==> src/sv/adaptive_rms_peak_detector_unit_defines.svh <==
// ----------------------------------------------------------------------------
// adaptive_rms_peak_detector_unit_defines: assertion macros
// Shared concurrent assertion shorthands for the RMS peak detector.
// ----------------------------------------------------------------------------
`ifndef ADAPTIVE_RMS_PEAK_DETECTOR_UNIT_DEFINES_SVH
`define ADAPTIVE_RMS_PEAK_DETECTOR_UNIT_DEFINES_SVH

// expression holds at every clock edge out of reset
`define ARPD_ASSERT_ALWAYS(label, clk, rst, expr, msg) \
   label: assert property (@(posedge clk) disable iff (rst) (expr)) else $error(msg);

// consequent holds in the same cycle as the antecedent
`define ARPD_ASSERT_IMPLIES(label, clk, rst, ante, cons, msg) \
   label: assert property (@(posedge clk) disable iff (rst) (ante) |-> (cons)) else $error(msg);

// consequent holds in the cycle after the antecedent
`define ARPD_ASSERT_NEXT(label, clk, rst, ante, cons, msg) \
   label: assert property (@(posedge clk) disable iff (rst) (ante) |=> (cons)) else $error(msg);

`endif

==> src/sv/arpd_pkg.sv <==
// ----------------------------------------------------------------------------
// arpd_pkg: shared types and constants
// Payload structs, unit handshake structs and fixed-point constants.
// ----------------------------------------------------------------------------
`timescale 1ns / 1ps

package arpd_pkg;

   localparam int SAMPLE_W  = 16;
   localparam int MAG_W     = 16;   // |sample| fits 16 bits unsigned (max 32768)
   localparam int SQ_W      = 2 * MAG_W;
   localparam int LEVEL_W   = 16;
   localparam int TIME_W    = 32;
   localparam int CSR_W     = 16;
   localparam int CSR_IDX_W = 2;
   localparam int MEAN_W    = 33;   // 4 * mean square <= 2^32
   localparam int RAD_W     = 34;   // even radicand width for the root unit

   typedef enum logic [CSR_IDX_W-1:0] {
      CSR_ADAPT_RATE   = 2'd0,
      CSR_PEAK_THR     = 2'd1,
      CSR_MIN_INTERVAL = 2'd2
   } csr_idx_type;

   localparam logic [CSR_W-1:0]   RATE_RST    = 16'd655;
   localparam logic [CSR_W-1:0]   THR_RST     = 16'd19661;
   localparam logic [CSR_W-1:0]   INTV_RST    = 16'd500;
   localparam logic [LEVEL_W-1:0] FLOOR_RST   = 16'd1311;
   localparam logic [LEVEL_W-1:0] FLOOR_MIN   = 16'd328;
   localparam logic [LEVEL_W-1:0] FLOOR_MAX   = 16'd19661;
   localparam logic [LEVEL_W-1:0] DEN_MIN     = 16'd3277;
   localparam logic [LEVEL_W-1:0] SIX_TENTHS  = 16'd39322;
   localparam logic [LEVEL_W-1:0] LEVEL_SAT   = 16'hFFFF;
   localparam logic [9:0]         SUP_KEEP    = 10'd999;
   localparam logic [9:0]         SUP_ROUND   = 10'd500;
   localparam logic [9:0]         SUP_DIV     = 10'd1000;

   typedef struct packed {
      logic signed [SAMPLE_W-1:0] sample;
      logic                       chunk_end;
      logic [TIME_W-1:0]          now_ms;
      logic                       suppress;
   } req_type;

   typedef struct packed {
      logic [LEVEL_W-1:0] rms_level;
      logic [LEVEL_W-1:0] strength;
      logic               peak;
   } rsp_type;

   typedef struct packed {
      logic start;
      logic clear;
   } acc_ctl_type;

   typedef struct packed {
      logic busy;
      logic done;
   } unit_stat_type;

   function automatic logic [LEVEL_W-1:0] clamp_floor(input logic [31:0] f);
      logic [LEVEL_W-1:0] r;
      if (f < 32'(FLOOR_MIN)) begin
         r = FLOOR_MIN;
      end else if (f > 32'(FLOOR_MAX)) begin
         r = FLOOR_MAX;
      end else begin
         r = f[LEVEL_W-1:0];
      end
      return r;
   endfunction

endpackage

==> src/sv/arpd_sqacc.sv <==
// ----------------------------------------------------------------------------
// arpd_sqacc: bit-serial square accumulator
// Squares a sample magnitude by shift-and-add, one multiplier bit per cycle,
// into the chunk sum; also holds the chunk sample count.
// ----------------------------------------------------------------------------
`timescale 1ns / 1ps

module arpd_sqacc
   import arpd_pkg::*;
#(
   parameter int CHUNK_LEN = 256,
   localparam int SUM_W  = 31 + $clog2(CHUNK_LEN),
   localparam int CNT_W  = $clog2(CHUNK_LEN + 1),
   localparam int STEP_W = $clog2(MAG_W + 1)
) (
   input  logic              clock,
   input  logic              reset,
   input  acc_ctl_type       ctl,
   input  logic [MAG_W-1:0]  mag,
   output unit_stat_type     stat,
   output logic              full,
   output logic [SUM_W-1:0]  sum,
   output logic [CNT_W-1:0]  count
);

   logic [SQ_W-1:0]   mcand_ff,  mcand_in;
   logic [MAG_W-1:0]  mplier_ff, mplier_in;
   logic [STEP_W-1:0] step_ff,   step_in;
   logic [SUM_W-1:0]  sum_ff,    sum_in;
   logic [CNT_W-1:0]  cnt_ff,    cnt_in;
   logic              busy_ff,   busy_in;
   logic              done_ff,   done_in;

   always_comb begin
      mcand_in  = mcand_ff;
      mplier_in = mplier_ff;
      step_in   = step_ff;
      sum_in    = sum_ff;
      cnt_in    = cnt_ff;
      busy_in   = busy_ff;
      done_in   = 1'b0;
      if (ctl.clear) begin
         sum_in = '0;
         cnt_in = '0;
      end else if (busy_ff) begin
         if (mplier_ff[0]) begin
            sum_in = sum_ff + SUM_W'(mcand_ff);
         end
         mcand_in  = mcand_ff << 1;
         mplier_in = mplier_ff >> 1;
         step_in   = step_ff - 1'b1;
         if (step_ff == STEP_W'(1)) begin
            busy_in = 1'b0;
            done_in = 1'b1;
         end
      end else if (ctl.start) begin
         mcand_in  = SQ_W'(mag);
         mplier_in = mag;
         step_in   = STEP_W'(MAG_W);
         busy_in   = 1'b1;
         cnt_in    = cnt_ff + 1'b1;
      end
   end

   always_ff @(posedge clock) begin
      if (reset) begin
         sum_ff  <= '0;
         cnt_ff  <= '0;
         busy_ff <= 1'b0;
         done_ff <= 1'b0;
      end else begin
         sum_ff  <= sum_in;
         cnt_ff  <= cnt_in;
         busy_ff <= busy_in;
         done_ff <= done_in;
      end
      mcand_ff  <= mcand_in;
      mplier_ff <= mplier_in;
      step_ff   <= step_in;
   end

   assign stat.busy = busy_ff;
   assign stat.done = done_ff;
   assign full      = (cnt_ff == CNT_W'(CHUNK_LEN));
   assign sum       = sum_ff;
   assign count     = cnt_ff;

endmodule

==> src/sv/arpd_div.sv <==
// ----------------------------------------------------------------------------
// arpd_div: serial restoring divider
// One quotient bit per cycle, MSB first; quotient holds until next start.
// ----------------------------------------------------------------------------
`timescale 1ns / 1ps

module arpd_div
   import arpd_pkg::*;
#(
   parameter int DVD_W = 41,
   parameter int DSR_W = 16,
   localparam int STEP_W = $clog2(DVD_W + 1)
) (
   input  logic             clock,
   input  logic             reset,
   input  logic             start,
   input  logic [DVD_W-1:0] dividend,
   input  logic [DSR_W-1:0] divisor,
   output unit_stat_type    stat,
   output logic [DVD_W-1:0] quotient
);

   logic [DVD_W-1:0]  quo_ff,  quo_in;
   logic [DSR_W-1:0]  rem_ff,  rem_in;
   logic [DSR_W-1:0]  dsr_ff,  dsr_in;
   logic [STEP_W-1:0] step_ff, step_in;
   logic              busy_ff, busy_in;
   logic              done_ff, done_in;
   logic [DSR_W:0]    trial;
   logic [DSR_W:0]    diff;
   logic              fits;

   assign trial = {rem_ff, quo_ff[DVD_W-1]};
   assign diff  = trial - {1'b0, dsr_ff};
   assign fits  = (trial >= {1'b0, dsr_ff});

   always_comb begin
      quo_in  = quo_ff;
      rem_in  = rem_ff;
      dsr_in  = dsr_ff;
      step_in = step_ff;
      busy_in = busy_ff;
      done_in = 1'b0;
      if (busy_ff) begin
         rem_in  = fits ? diff[DSR_W-1:0] : trial[DSR_W-1:0];
         quo_in  = {quo_ff[DVD_W-2:0], fits};
         step_in = step_ff - 1'b1;
         if (step_ff == STEP_W'(1)) begin
            busy_in = 1'b0;
            done_in = 1'b1;
         end
      end else if (start) begin
         quo_in  = dividend;
         rem_in  = '0;
         dsr_in  = divisor;
         step_in = STEP_W'(DVD_W);
         busy_in = 1'b1;
      end
   end

   always_ff @(posedge clock) begin
      if (reset) begin
         busy_ff <= 1'b0;
         done_ff <= 1'b0;
      end else begin
         busy_ff <= busy_in;
         done_ff <= done_in;
      end
      quo_ff  <= quo_in;
      rem_ff  <= rem_in;
      dsr_ff  <= dsr_in;
      step_ff <= step_in;
   end

   assign stat.busy = busy_ff;
   assign stat.done = done_ff;
   assign quotient  = quo_ff;

endmodule

==> src/sv/arpd_isqrt.sv <==
// ----------------------------------------------------------------------------
// arpd_isqrt: serial integer square root
// Digit-by-digit, two radicand bits and one root bit per cycle (floor root).
// ----------------------------------------------------------------------------
`timescale 1ns / 1ps

module arpd_isqrt
   import arpd_pkg::*;
#(
   parameter int RAD_W = 34,
   localparam int ROOT_W = RAD_W / 2,
   localparam int REM_W  = ROOT_W + 2,
   localparam int STEP_W = $clog2(ROOT_W + 1)
) (
   input  logic              clock,
   input  logic              reset,
   input  logic              start,
   input  logic [RAD_W-1:0]  radicand,
   output unit_stat_type     stat,
   output logic [ROOT_W-1:0] root
);

   logic [RAD_W-1:0]  rad_ff,  rad_in;
   logic [ROOT_W-1:0] root_ff, root_in;
   logic [REM_W-1:0]  rem_ff,  rem_in;
   logic [STEP_W-1:0] step_ff, step_in;
   logic              busy_ff, busy_in;
   logic              done_ff, done_in;
   logic [REM_W-1:0]  rem_sh;
   logic [REM_W-1:0]  trial;

   // remainder stays below 2*root + 1, so its top two bits are free here
   assign rem_sh = {rem_ff[REM_W-3:0], rad_ff[RAD_W-1:RAD_W-2]};
   assign trial  = {root_ff, 2'b01};

   always_comb begin
      rad_in  = rad_ff;
      root_in = root_ff;
      rem_in  = rem_ff;
      step_in = step_ff;
      busy_in = busy_ff;
      done_in = 1'b0;
      if (busy_ff) begin
         rad_in  = rad_ff << 2;
         step_in = step_ff - 1'b1;
         if (rem_sh >= trial) begin
            rem_in  = rem_sh - trial;
            root_in = {root_ff[ROOT_W-2:0], 1'b1};
         end else begin
            rem_in  = rem_sh;
            root_in = {root_ff[ROOT_W-2:0], 1'b0};
         end
         if (step_ff == STEP_W'(1)) begin
            busy_in = 1'b0;
            done_in = 1'b1;
         end
      end else if (start) begin
         rad_in  = radicand;
         root_in = '0;
         rem_in  = '0;
         step_in = STEP_W'(ROOT_W);
         busy_in = 1'b1;
      end
   end

   always_ff @(posedge clock) begin
      if (reset) begin
         busy_ff <= 1'b0;
         done_ff <= 1'b0;
      end else begin
         busy_ff <= busy_in;
         done_ff <= done_in;
      end
      rad_ff  <= rad_in;
      root_ff <= root_in;
      rem_ff  <= rem_in;
      step_ff <= step_in;
   end

   assign stat.busy = busy_ff;
   assign stat.done = done_ff;
   assign root      = root_ff;

endmodule

==> src/sv/adaptive_rms_peak_detector_unit.sv <==
// ----------------------------------------------------------------------------
// adaptive_rms_peak_detector_unit: chunk RMS level and sound peak detector
// Ordinary sample: the next request is taken once the serial squarer is done.
// Chunk end: the response follows up to two passes of the shared one-bit-per-cycle
//   divider and the 17-step root; DVD_W = 33 + clog2(CHUNK_LEN).
// One request in flight; a finished response waits in its register while input is taken.
// Sync reset: registers to defaults, floor 1311, sum, count and last peak time zero.
// ----------------------------------------------------------------------------
`timescale 1ns / 1ps

`include "adaptive_rms_peak_detector_unit_defines.svh"

module adaptive_rms_peak_detector_unit
   import arpd_pkg::*;
#(
   parameter int CHUNK_LEN = 256
) (
   input  logic                 clock,
   input  logic                 reset,
   // request channel
   input  logic                 req_valid,
   output logic                 req_ready,
   input  req_type              req_data,
   // response channel
   output logic                 rsp_valid,
   input  logic                 rsp_ready,
   output rsp_type              rsp_data,
   // register write port
   input  logic                 csr_we,
   input  logic [CSR_IDX_W-1:0] csr_index,
   input  logic [CSR_W-1:0]     csr_wdata
);

   // sum of squares: 2^30 per sample times CHUNK_LEN samples
   localparam int SUM_W  = 31 + $clog2(CHUNK_LEN);
   localparam int CNT_W  = $clog2(CHUNK_LEN + 1);
   // divider dividend is 4*sum, which also covers the 32-bit strength dividend
   localparam int DVD_W  = SUM_W + 2;
   localparam int DSR_W  = LEVEL_W;
   localparam int ROOT_W = RAD_W / 2;
   localparam int SUPP_W = 26;          // floor * 999 < 2^25
   localparam int PROD_W = 34;          // signed 17 x 17 product
   localparam int ADP_W  = PROD_W + 1;
   localparam int ROUND_HALF = 32768;

   // Sequencer. A sample goes through the serial squarer; a chunk end then
   // walks mean -> root -> [floor update] -> [strength -> peak] -> response.
   typedef enum logic [3:0] {
      ST_IDLE,
      ST_SQ,        // squarer running
      ST_MEAN_GO,   // start 4*sum / count, clear accumulator
      ST_MEAN,
      ST_ROOT_GO,
      ST_ROOT,
      ST_BRANCH,    // zero level / suppressed / normal
      ST_SUP_MUL,   // floor * 999
      ST_SUP_GO,    // start (floor*999 + rms + 500) / 1000
      ST_SUP_DIV,
      ST_ADP_MUL,   // (rms - floor) * rate
      ST_ADP_ADD,   // floor<<16 + product + half, take the upper part
      ST_STR_GO,    // start (rms - floor)<<16 / den, or strength 0
      ST_STR_DIV,
      ST_PEAK,      // threshold and interval check
      ST_OUT        // load response register
   } state_type;

   state_type                  state_ff,  state_in;
   logic [CSR_W-1:0]           rate_ff,   rate_in;
   logic [CSR_W-1:0]           thr_ff,    thr_in;
   logic [CSR_W-1:0]           intv_ff,   intv_in;
   logic [LEVEL_W-1:0]         floor_ff,  floor_in;
   logic [TIME_W-1:0]          last_ff,   last_in;
   logic [TIME_W-1:0]          now_ff,    now_in;
   logic                       sup_ff,    sup_in;
   logic                       end_ff,    end_in;
   logic [LEVEL_W-1:0]         rms_ff,    rms_in;
   logic [LEVEL_W-1:0]         str_ff,    str_in;
   logic                       peak_ff,   peak_in;
   logic signed [PROD_W-1:0]   prod_ff,   prod_in;
   logic                       rsp_valid_ff, rsp_valid_in;
   rsp_type                    rsp_data_ff,  rsp_data_in;

   // unit hookup
   acc_ctl_type                acc_ctl;
   unit_stat_type              acc_stat;
   logic                       acc_full;
   logic [SUM_W-1:0]           acc_sum;
   logic [CNT_W-1:0]           acc_count;
   logic                       div_start;
   logic [DVD_W-1:0]           div_dividend;
   logic [DSR_W-1:0]           div_divisor;
   unit_stat_type              div_stat;
   logic [DVD_W-1:0]           div_quo;
   logic                       sqrt_start;
   unit_stat_type              sqrt_stat;
   logic [ROOT_W-1:0]          sqrt_root;

   // datapath helpers
   logic                       accept;
   logic [MAG_W-1:0]           mag;
   logic [LEVEL_W-1:0]         rms_sat;
   logic [LEVEL_W-1:0]         str_sat;
   logic                       rms_above;
   logic                       adapt_ok;
   logic [LEVEL_W-1:0]         den_raw;
   logic [LEVEL_W-1:0]         den;
   logic [SUPP_W-1:0]          sup_prod;
   logic signed [LEVEL_W:0]    diff_s;
   logic signed [LEVEL_W:0]    rate_s;
   logic signed [PROD_W-1:0]   adp_prod;
   logic signed [ADP_W-1:0]    adp_sum;
   logic [TIME_W-1:0]          elapsed;

   // ---------------------------------------------------------------------
   // Units
   // ---------------------------------------------------------------------
   arpd_sqacc #(
      .CHUNK_LEN (CHUNK_LEN)
   ) u_sqacc (
      .clock (clock),
      .reset (reset),
      .ctl   (acc_ctl),
      .mag   (mag),
      .stat  (acc_stat),
      .full  (acc_full),
      .sum   (acc_sum),
      .count (acc_count)
   );

   arpd_div #(
      .DVD_W (DVD_W),
      .DSR_W (DSR_W)
   ) u_div (
      .clock    (clock),
      .reset    (reset),
      .start    (div_start),
      .dividend (div_dividend),
      .divisor  (div_divisor),
      .stat     (div_stat),
      .quotient (div_quo)
   );

   arpd_isqrt #(
      .RAD_W (RAD_W)
   ) u_isqrt (
      .clock    (clock),
      .reset    (reset),
      .start    (sqrt_start),
      .radicand (RAD_W'(div_quo[MEAN_W-1:0])),
      .stat     (sqrt_stat),
      .root     (sqrt_root)
   );

   // ---------------------------------------------------------------------
   // Datapath
   // ---------------------------------------------------------------------
   assign accept    = req_valid && req_ready;
   assign req_ready = (state_ff == ST_IDLE);

   // |sample|; -32768 gives 0x8000, still in range as unsigned
   assign mag = req_data.sample[SAMPLE_W-1] ? MAG_W'(~req_data.sample + 1'b1)
                                            : MAG_W'(req_data.sample);

   // Samples past CHUNK_LEN are dropped, but their chunk_end still counts.
   assign acc_ctl.start = accept && !acc_full;
   assign acc_ctl.clear = (state_ff == ST_MEAN_GO);

   // root of 4*mean reaches 65536 only for full-scale negative samples
   assign rms_sat = sqrt_root[ROOT_W-1] ? LEVEL_SAT : sqrt_root[LEVEL_W-1:0];
   assign str_sat = (div_quo[DVD_W-1:LEVEL_W] != '0) ? LEVEL_SAT : div_quo[LEVEL_W-1:0];

   assign rms_above = (rms_ff > floor_ff);
   // adapt only while 2*rms < 3*floor
   assign adapt_ok  = ((18'(rms_ff) << 1) < (18'(floor_ff) + (18'(floor_ff) << 1)));

   // normalizer max(0.05, 0.6 - floor)
   assign den_raw = (floor_ff < SIX_TENTHS) ? (SIX_TENTHS - floor_ff) : '0;
   assign den     = (den_raw < DEN_MIN) ? DEN_MIN : den_raw;

   assign sup_prod = SUPP_W'(floor_ff) * SUPP_W'(SUP_KEEP);

   // floor*(1-w) + rms*w == floor + (rms-floor)*w, one signed multiply
   assign diff_s   = $signed({1'b0, rms_ff}) - $signed({1'b0, floor_ff});
   assign rate_s   = $signed({1'b0, rate_ff});
   assign adp_prod = PROD_W'(diff_s) * PROD_W'(rate_s);
   assign adp_sum  = ADP_W'($signed({1'b0, floor_ff, 16'h0000})) + ADP_W'(prod_ff)
                   + ADP_W'(ROUND_HALF);

   assign elapsed = now_ff - last_ff;

   assign sqrt_start = (state_ff == ST_ROOT_GO);
   assign div_start  = (state_ff == ST_MEAN_GO) || (state_ff == ST_SUP_GO)
                    || ((state_ff == ST_STR_GO) && rms_above);

   always_comb begin
      unique case (state_ff)
         ST_MEAN_GO: begin
            div_dividend = {acc_sum, 2'b00};
            div_divisor  = DSR_W'(acc_count);
         end
         ST_SUP_GO: begin
            div_dividend = DVD_W'(prod_ff[SUPP_W-1:0]) + DVD_W'(rms_ff) + DVD_W'(SUP_ROUND);
            div_divisor  = DSR_W'(SUP_DIV);
         end
         default: begin
            div_dividend = DVD_W'({rms_ff - floor_ff, 16'h0000});
            div_divisor  = den;
         end
      endcase
   end

   // ---------------------------------------------------------------------
   // Sequencer and registers
   // ---------------------------------------------------------------------
   always_comb begin
      state_in     = state_ff;
      rate_in      = rate_ff;
      thr_in       = thr_ff;
      intv_in      = intv_ff;
      floor_in     = floor_ff;
      last_in      = last_ff;
      now_in       = now_ff;
      sup_in       = sup_ff;
      end_in       = end_ff;
      rms_in       = rms_ff;
      str_in       = str_ff;
      peak_in      = peak_ff;
      prod_in      = prod_ff;
      rsp_data_in  = rsp_data_ff;
      rsp_valid_in = rsp_valid_ff && !rsp_ready;

      // register writes; unknown index is dropped
      if (csr_we) begin
         unique case (csr_idx_type'(csr_index))
            CSR_ADAPT_RATE:   rate_in = csr_wdata;
            CSR_PEAK_THR:     thr_in  = csr_wdata;
            CSR_MIN_INTERVAL: intv_in = csr_wdata;
            default: ;
         endcase
      end

      unique case (state_ff)
         ST_IDLE: begin
            if (accept) begin
               now_in = req_data.now_ms;
               sup_in = req_data.suppress;
               end_in = req_data.chunk_end;
               if (!acc_full) begin
                  state_in = ST_SQ;
               end else if (req_data.chunk_end) begin
                  state_in = ST_MEAN_GO;
               end
            end
         end
         ST_SQ: begin
            if (acc_stat.done) begin
               state_in = end_ff ? ST_MEAN_GO : ST_IDLE;
            end
         end
         ST_MEAN_GO: state_in = ST_MEAN;
         ST_MEAN: begin
            if (div_stat.done) begin
               state_in = ST_ROOT_GO;
            end
         end
         ST_ROOT_GO: state_in = ST_ROOT;
         ST_ROOT: begin
            if (sqrt_stat.done) begin
               rms_in   = rms_sat;
               str_in   = '0;
               peak_in  = 1'b0;
               state_in = ST_BRANCH;
            end
         end
         ST_BRANCH: begin
            // zero level: report zeros, floor and peak time untouched
            priority if (rms_ff == '0) begin
               state_in = ST_OUT;
            end else if (sup_ff) begin
               state_in = ST_SUP_MUL;
            end else if (adapt_ok) begin
               state_in = ST_ADP_MUL;
            end else begin
               state_in = ST_STR_GO;
            end
         end
         ST_SUP_MUL: begin
            prod_in  = PROD_W'(sup_prod);
            state_in = ST_SUP_GO;
         end
         ST_SUP_GO: state_in = ST_SUP_DIV;
         ST_SUP_DIV: begin
            if (div_stat.done) begin
               floor_in = clamp_floor(div_quo[31:0]);
               state_in = ST_OUT;
            end
         end
         ST_ADP_MUL: begin
            prod_in  = adp_prod;
            state_in = ST_ADP_ADD;
         end
         ST_ADP_ADD: begin
            // sum is never negative: a weighted mean of floor and rms
            floor_in = clamp_floor(32'(adp_sum[ADP_W-2:16]));
            state_in = ST_STR_GO;
         end
         ST_STR_GO: begin
            state_in = rms_above ? ST_STR_DIV : ST_PEAK;
         end
         ST_STR_DIV: begin
            if (div_stat.done) begin
               str_in   = str_sat;
               state_in = ST_PEAK;
            end
         end
         ST_PEAK: begin
            // wrapping time difference against the minimum spacing
            if ((str_ff >= thr_ff) && (elapsed >= TIME_W'(intv_ff))) begin
               peak_in = 1'b1;
               last_in = now_ff;
            end
            state_in = ST_OUT;
         end
         ST_OUT: begin
            if (!rsp_valid_ff || rsp_ready) begin
               rsp_valid_in          = 1'b1;
               rsp_data_in.rms_level = rms_ff;
               rsp_data_in.strength  = str_ff;
               rsp_data_in.peak      = peak_ff;
               state_in              = ST_IDLE;
            end
         end
      endcase
   end

   always_ff @(posedge clock) begin
      if (reset) begin
         state_ff     <= ST_IDLE;
         rate_ff      <= RATE_RST;
         thr_ff       <= THR_RST;
         intv_ff      <= INTV_RST;
         floor_ff     <= FLOOR_RST;
         last_ff      <= '0;
         rsp_valid_ff <= 1'b0;
      end else begin
         state_ff     <= state_in;
         rate_ff      <= rate_in;
         thr_ff       <= thr_in;
         intv_ff      <= intv_in;
         floor_ff     <= floor_in;
         last_ff      <= last_in;
         rsp_valid_ff <= rsp_valid_in;
      end
      now_ff      <= now_in;
      sup_ff      <= sup_in;
      end_ff      <= end_in;
      rms_ff      <= rms_in;
      str_ff      <= str_in;
      peak_ff     <= peak_in;
      prod_ff     <= prod_in;
      rsp_data_ff <= rsp_data_in;
   end

   assign rsp_valid = rsp_valid_ff;
   assign rsp_data  = rsp_data_ff;

   // ---------------------------------------------------------------------
   // Assertions
   // ---------------------------------------------------------------------
   `ARPD_ASSERT_IMPLIES(a_div_start_idle, clock, reset, div_start, !div_stat.busy, "divider restarted while busy")
   `ARPD_ASSERT_IMPLIES(a_sqrt_start_idle, clock, reset, sqrt_start, !sqrt_stat.busy, "root restarted while busy")
   `ARPD_ASSERT_IMPLIES(a_acc_start_idle, clock, reset, acc_ctl.start, !acc_stat.busy && !acc_full, "squarer started while busy or full")
   `ARPD_ASSERT_ALWAYS(a_floor_range, clock, reset, (floor_ff >= FLOOR_MIN) && (floor_ff <= FLOOR_MAX), "noise floor out of clamp range")
   `ARPD_ASSERT_ALWAYS(a_count_bound, clock, reset, acc_count <= CNT_W'(CHUNK_LEN), "chunk count past chunk length")
   `ARPD_ASSERT_NEXT(a_out_loads, clock, reset, (state_ff == ST_OUT) && (!rsp_valid_ff || rsp_ready), rsp_valid_ff && (state_ff == ST_IDLE), "response not loaded")

endmodule
==> config.mk <==
export PLATFORM = sky130hd
export DESIGN_NAME = adaptive_rms_peak_detector_unit
export DESIGN_NICKNAME = d
export VERILOG_FILES = /design/src/sv/arpd_pkg.sv /design/src/sv/arpd_sqacc.sv /design/src/sv/arpd_div.sv /design/src/sv/arpd_isqrt.sv /design/src/sv/adaptive_rms_peak_detector_unit.sv
export VERILOG_INCLUDE_DIRS = /design/src /design/src/sv
export SDC_FILE = /design/constraint.sdc
export NUM_CORES = 2
export LEC_CHECK = 0
export ABC_AREA = 1
export ABC_CLOCK_PERIOD_IN_PS = 6900
export BUFFER_PORTS_ARGS = -buffer_cell sky130_fd_sc_hd__buf_4
export CORE_MARGIN = 10
export CORE_UTILIZATION = 40
export CTS_CLUSTER_DIAMETER = 150
export DETAILED_ROUTE_END_ITERATION = 7
export PLACE_DENSITY = 0.65
export SYNTH_ARGS = -nofsm -noshare
export SYNTH_HDL_FRONTEND = slang
export SYNTH_SLANG_ARGS = --single-unit
==> constraint.sdc <==
create_clock -name clock -period 6.9 [get_ports clock]
set_input_delay 0.345 -clock clock [delete_from_list [all_inputs] [get_ports clock]]
set_output_delay 0.345 -clock clock [all_outputs]
set_load 0.05 [all_outputs]
==> results.md <==
Final layout:
- The area added between synthesis and finish is 18.3%.
- The layout net count is about 7000.
- Of the cells placed in the final design, the portion with a size suffix greater than 1 is between 10% and 20%.

Critical path:
- The nature of the critical path startpoint is a flip-flop.
- In this design, the stage delay of the slowest critical-path cell is around 0.52 ns.
- Setup slack on the worst reg-to-reg path comes out at -0.31 ns.
- The category of the worst setup path capture point is a flip-flop.
- On the critical path, the stage with the largest delay is an instance of sky130_fd_sc_hd__fa_1.
- In this run the worst path has a maximum fanout of 5.
- The buffering stage count on the worst path with inverters included is 9.
- The largest delay contributor family on the critical path is adder cells.
- In this design, the critical path's most frequently occurring cell is sky130_fd_sc_hd__nand2_1.
- The required time reported for the critical path endpoint is 7.29 ns.
- Data on the critical path arrives at its endpoint at approximately 7.6 ns.
- The class of the most critical setup path is reg2reg.

Power and ir drop:
- The maximum vdd drop is about 0.35 mV.
- The combinational cell fraction of total power is a little under three fifths.
- Per report_power, the sequential group accounts for 23.3% of the total.
- The internal portion of the total power is between 9 and 10 mW.
- The clock group share of total power is 21.3%.
- The switching power is approximately 6.4 mW.
- The total power per unit cell area is between 200 and 300 nW/um2.
- Summed over all cells, the static leakage comes to 25.8 nW.
- The switching share of power is between 40% and 50%.

Detailed routing:
- The number of search-and-repair iterations in the first detailed-routing pass is 6.
- For this block, the routed nets add up to about 140 mm of wire.
- The total via count in the routed design is 39800.
- Using the TritonRoute via totals, the vias-per-cell ratio works out to just over 5.
- The remaining design rule violation count is 0.
- Dividing the detail-routed wire length by the instance count gives about 19 um.
- The number of antenna-violating nets in the routed design is 0.
- The first routing iteration left about 3600 violations.

Synth:
- The share of the synthesized area in the top cell type is about 22%.
- The count of warnings emitted by yosys is 0.
- After synthesis, the most frequently instantiated cells are sky130_fd_sc_hd__nand2_1 (1166), sky130_fd_sc_hd__inv_1 (1128), sky130_fd_sc_hd__nor2_1 (534).
- In this run the cell area of the synthesized design comes to roughly 45000 um2.
- The adder-cell share of the synthesized area is between 20% and 30%.
- In this run the mean area of a mapped cell was approximately 7.9 um2.
- The fraction of synthesis flops using an asynchronous set or reset pin is 0%.
- The share of synthesized cell area in and, or, nand and nor gates is 19.4%.
- By area the synthesized netlist is led by sky130_fd_sc_hd__edfxtp_1 (22%), sky130_fd_sc_hd__fa_1 (16%), sky130_fd_sc_hd__ha_1 (11%).
- After synthesis, the largest family of logic cells by area is adder cells.
- The top flip-flop cell by instance count after synthesis is sky130_fd_sc_hd__edfxtp_1.
- Of the post-synthesis cell area, the part taken by muxes is 0%.
- Counting flops with a built-in enable in the synthesized netlist gives 337.
- Counting distinct cell types in the post-synthesis netlist gives 56.
- Counting flops and latches in the post-synthesis netlist gives roughly 490.
- The register area share after synthesis is approximately 29%.
- The synthesized netlist net count is between 6000 and 7000.
- The compound-cell area share of the yosys netlist is 11.3%.
- The post-synthesis share of cell area spent on xor and xnor gates is ~2.4%.
- The cell taking the most area after synthesis is sky130_fd_sc_hd__edfxtp_1.
- In the synthesized netlist, the number of instances is around 5700.
- Among all cell types in the netlist, the one instantiated most often is sky130_fd_sc_hd__nand2_1.

Die:
- The total core area is 113000 um2.
- The effective utilization at floorplan is around 40%.
- The number of placement rows is 123.
- The count of boundary I/O pins is between 100 and 150.
- The height of the chip is about 360 um.
- The die area is 128000 um2.
- The floorplan step set the die width to ~360 um.

STA:
- The number of hold violations in the final report is 0.
- The clock period minus worst slack is slightly above 7 ns.
- Derived from the worst setup path, the maximum achievable clock frequency is 139 MHz.
- For the pin with the worst max-slew slack, the measured transition is about 1.1 ns.
- Across the routed clock network, the largest skew measured is between 0.05 and 0.06 ns.
- The share of the clock period used by the worst path after layout is 104%.
- The worst pin sits at a relative slew slack of a little over a quarter.
- Setup violations remaining at the end of the flow were counted as 20.
- The final setup slack of the worst path is -0.310 ns.
- The count of pins over their slew limit came to 0.
- Setup repair after global routing could not meet its margin everywhere.
- The setup TNS after final layout is -3.83 ns.

Global routing:
- Entering global routing, the biggest net connects 80 pins.
- The number of global-route vias before repair is approximately 39000.
- The total track usage is about 22%.
- For this run the aggregate overflow at the end of global routing stands at 0.
- The number of antenna violations at the first check in global routing is 8.
- The first-pass GRT wire length is around 220 mm.

Place:
- Detailed placement ended at an HPWL of 118 mm.
- During placement, the flow inserted port buffers numbering approximately 110.
- The final estimated routing congestion in global placement is slightly below 1.
- The minimum setup slack after placement is -0.580 ns.

Clock tree:
- The TritonCTS sink count is 494.
- In this run the number of H-tree levels came out at 2.
- The clock-pin slew on the worst setup and hold paths is approximately 0.06 ns.
- The clock passes through at most 3 buffers.
- The insertion delay to the later sink of the worst-skew pair is between 0.6 and 0.7 ns.
- TritonCTS created between 50 and 60 clock buffers.
- The cell sitting at the root of the clock tree is a sky130_fd_sc_hd__clkbuf_16.
- TritonCTS built the clock tree.

Outcome:
- The flow ran to the end, but the final reports show violations.
- The checks that failed: negative setup slack.

Worst hold path:
- The worst hold path belongs to the class in2reg.

Job:
- The max-cap violation count is 0.
worst reg2reg max path, delay by kind of cell, from the launching register on:
kind / cells / cell delay, ns
flops: 1 / 0.36
fa+ha+maj: 9 / 3.71
compound gates: 6 / 0.98
simple gates: 14 / 1.24
buf+inv: 9 / 0.68
power groups by stage:
stage	sequential (mW)	combinational, mW	clock [mW]
global route	3.71	9.67	3.54
global placement	3.74	6.66	0
CTS	3.68	8.00	3.42
detailed placement	3.74	6.69	0
floorplan	3.67	4.10	0
finish	3.69	8.78	3.37
state kept, by name, summed over array words and instances, names as in the netlist, 17 cells and up:
name / count
u_isqrt.rem_ff: 17
now_ff: 32
u_sqacc.sum: 39
u_div.quotient: 41
u_isqrt.rad_ff: 34
prod_ff: 34
last_ff: 32
u_isqrt.root: 17
u_sqacc.mcand_ff: 32
rsp_data: 33
path summary, 6_finish.rpt:
path,start,to,cells after the start
max,rms_ff[0],prod_ff[30],38
min,csr_wdata[1],rate_ff[1],3
max reg2reg,rms_ff[0],prod_ff[30],38
min reg2reg,peak_ff,rsp_data[0],0
cell type report:
cell class              instances  area [um2]
diodes                          1        2.50
fillers                     10900       58900
well taps                    1500        1880
inverters                    1144        4320
clock inverters                31         489
multi-input cells            3968       28300
repair buffers                477        3850
clock buffers                  75        1610
flip-flops and latches        494       13300
cells by family after synthesis:
family | count (synthesis)
AO/OA/AOI/OAI | 940
flip-flops | 494
adder cells (fa/ha/maj) | 762
buffers and inverters | 1273
AND/OR/NAND/NOR | 2144
XOR/XNOR | 122
layer usage:
layer	wire length, um	part of all wire, %	vias to the layer above	global-route usage [%]
met5	43	0.030	-	0
met4	5480	3.8	6	7.45
met3	9870	6.9	256	3.53
met2	65600	46	1270	36.1
met1	62500	44	19000	30.0
li1	-	-	19200	-
cells in the final DEF (no fill, tap or decap), drive strengths merged, types with 3 or more instances in the layout:
cell         synthesis  final
o22ai               10     10
nand3b              18     18
nor4                16     16
a221oi               9      9
clkinv              14     30
a21oi              423    423
inv               1130   1131
xor2                81     81
clkinvlp             0      4
ha                 395    395
nand4               49     49
edfxtp             337    337
a31o                 3      3
clkbuf             107     75
nand2             1173   1173
and3                 3      3
nor2               541    541
a31oi               38     38
dfxtp              157    157
bufinv               0     10
o31ai                9      9
nor3                58     58
nand3              244    244
a211oi              11     11
buf                 22    438
a21boi               3      3
dlygate4sd3          0     39
o21bai              16     16
o211ai              33     33
xnor2               41     41
o21ai              330    330
fa                 367    367
a41oi                3      3
or2                 37     37
o21a                16     16
a22oi                7      7
a21o                14     14
o221ai              10     10
repair_timing:
action,4_1_cts,5_1_grt
gates resized for setup,163,63
hold buffers,39,0
hold endpoints to repair,43,0
endpoints found under the setup margin,21,23
pin swaps,89,43
setup buffers,24,17
stage by stage:
| stage | util, % | instances | total power [mW] | hold slack, ns | area, um2 |
|---|---|---|---|---|---|
| after detailed placement | 44.5 | 7505 | 10.4 | 0.415 | 50100 |
| after global routing | 47.7 | 7689 | 16.9 | 0.00738 | 53800 |
| after global placement | 44.5 | 7505 | 10.4 | 0.409 | 50100 |
| after CTS | 47.4 | 7674 | 15.1 | 0.00290 | 53400 |
| final | 47.7 | 7690 | 15.8 | 0.0278 | 53800 |
| after floorplan | - | 5735 | 7.77 | 0.400 | 45700 |
Power figures use the tool's default switching activity.
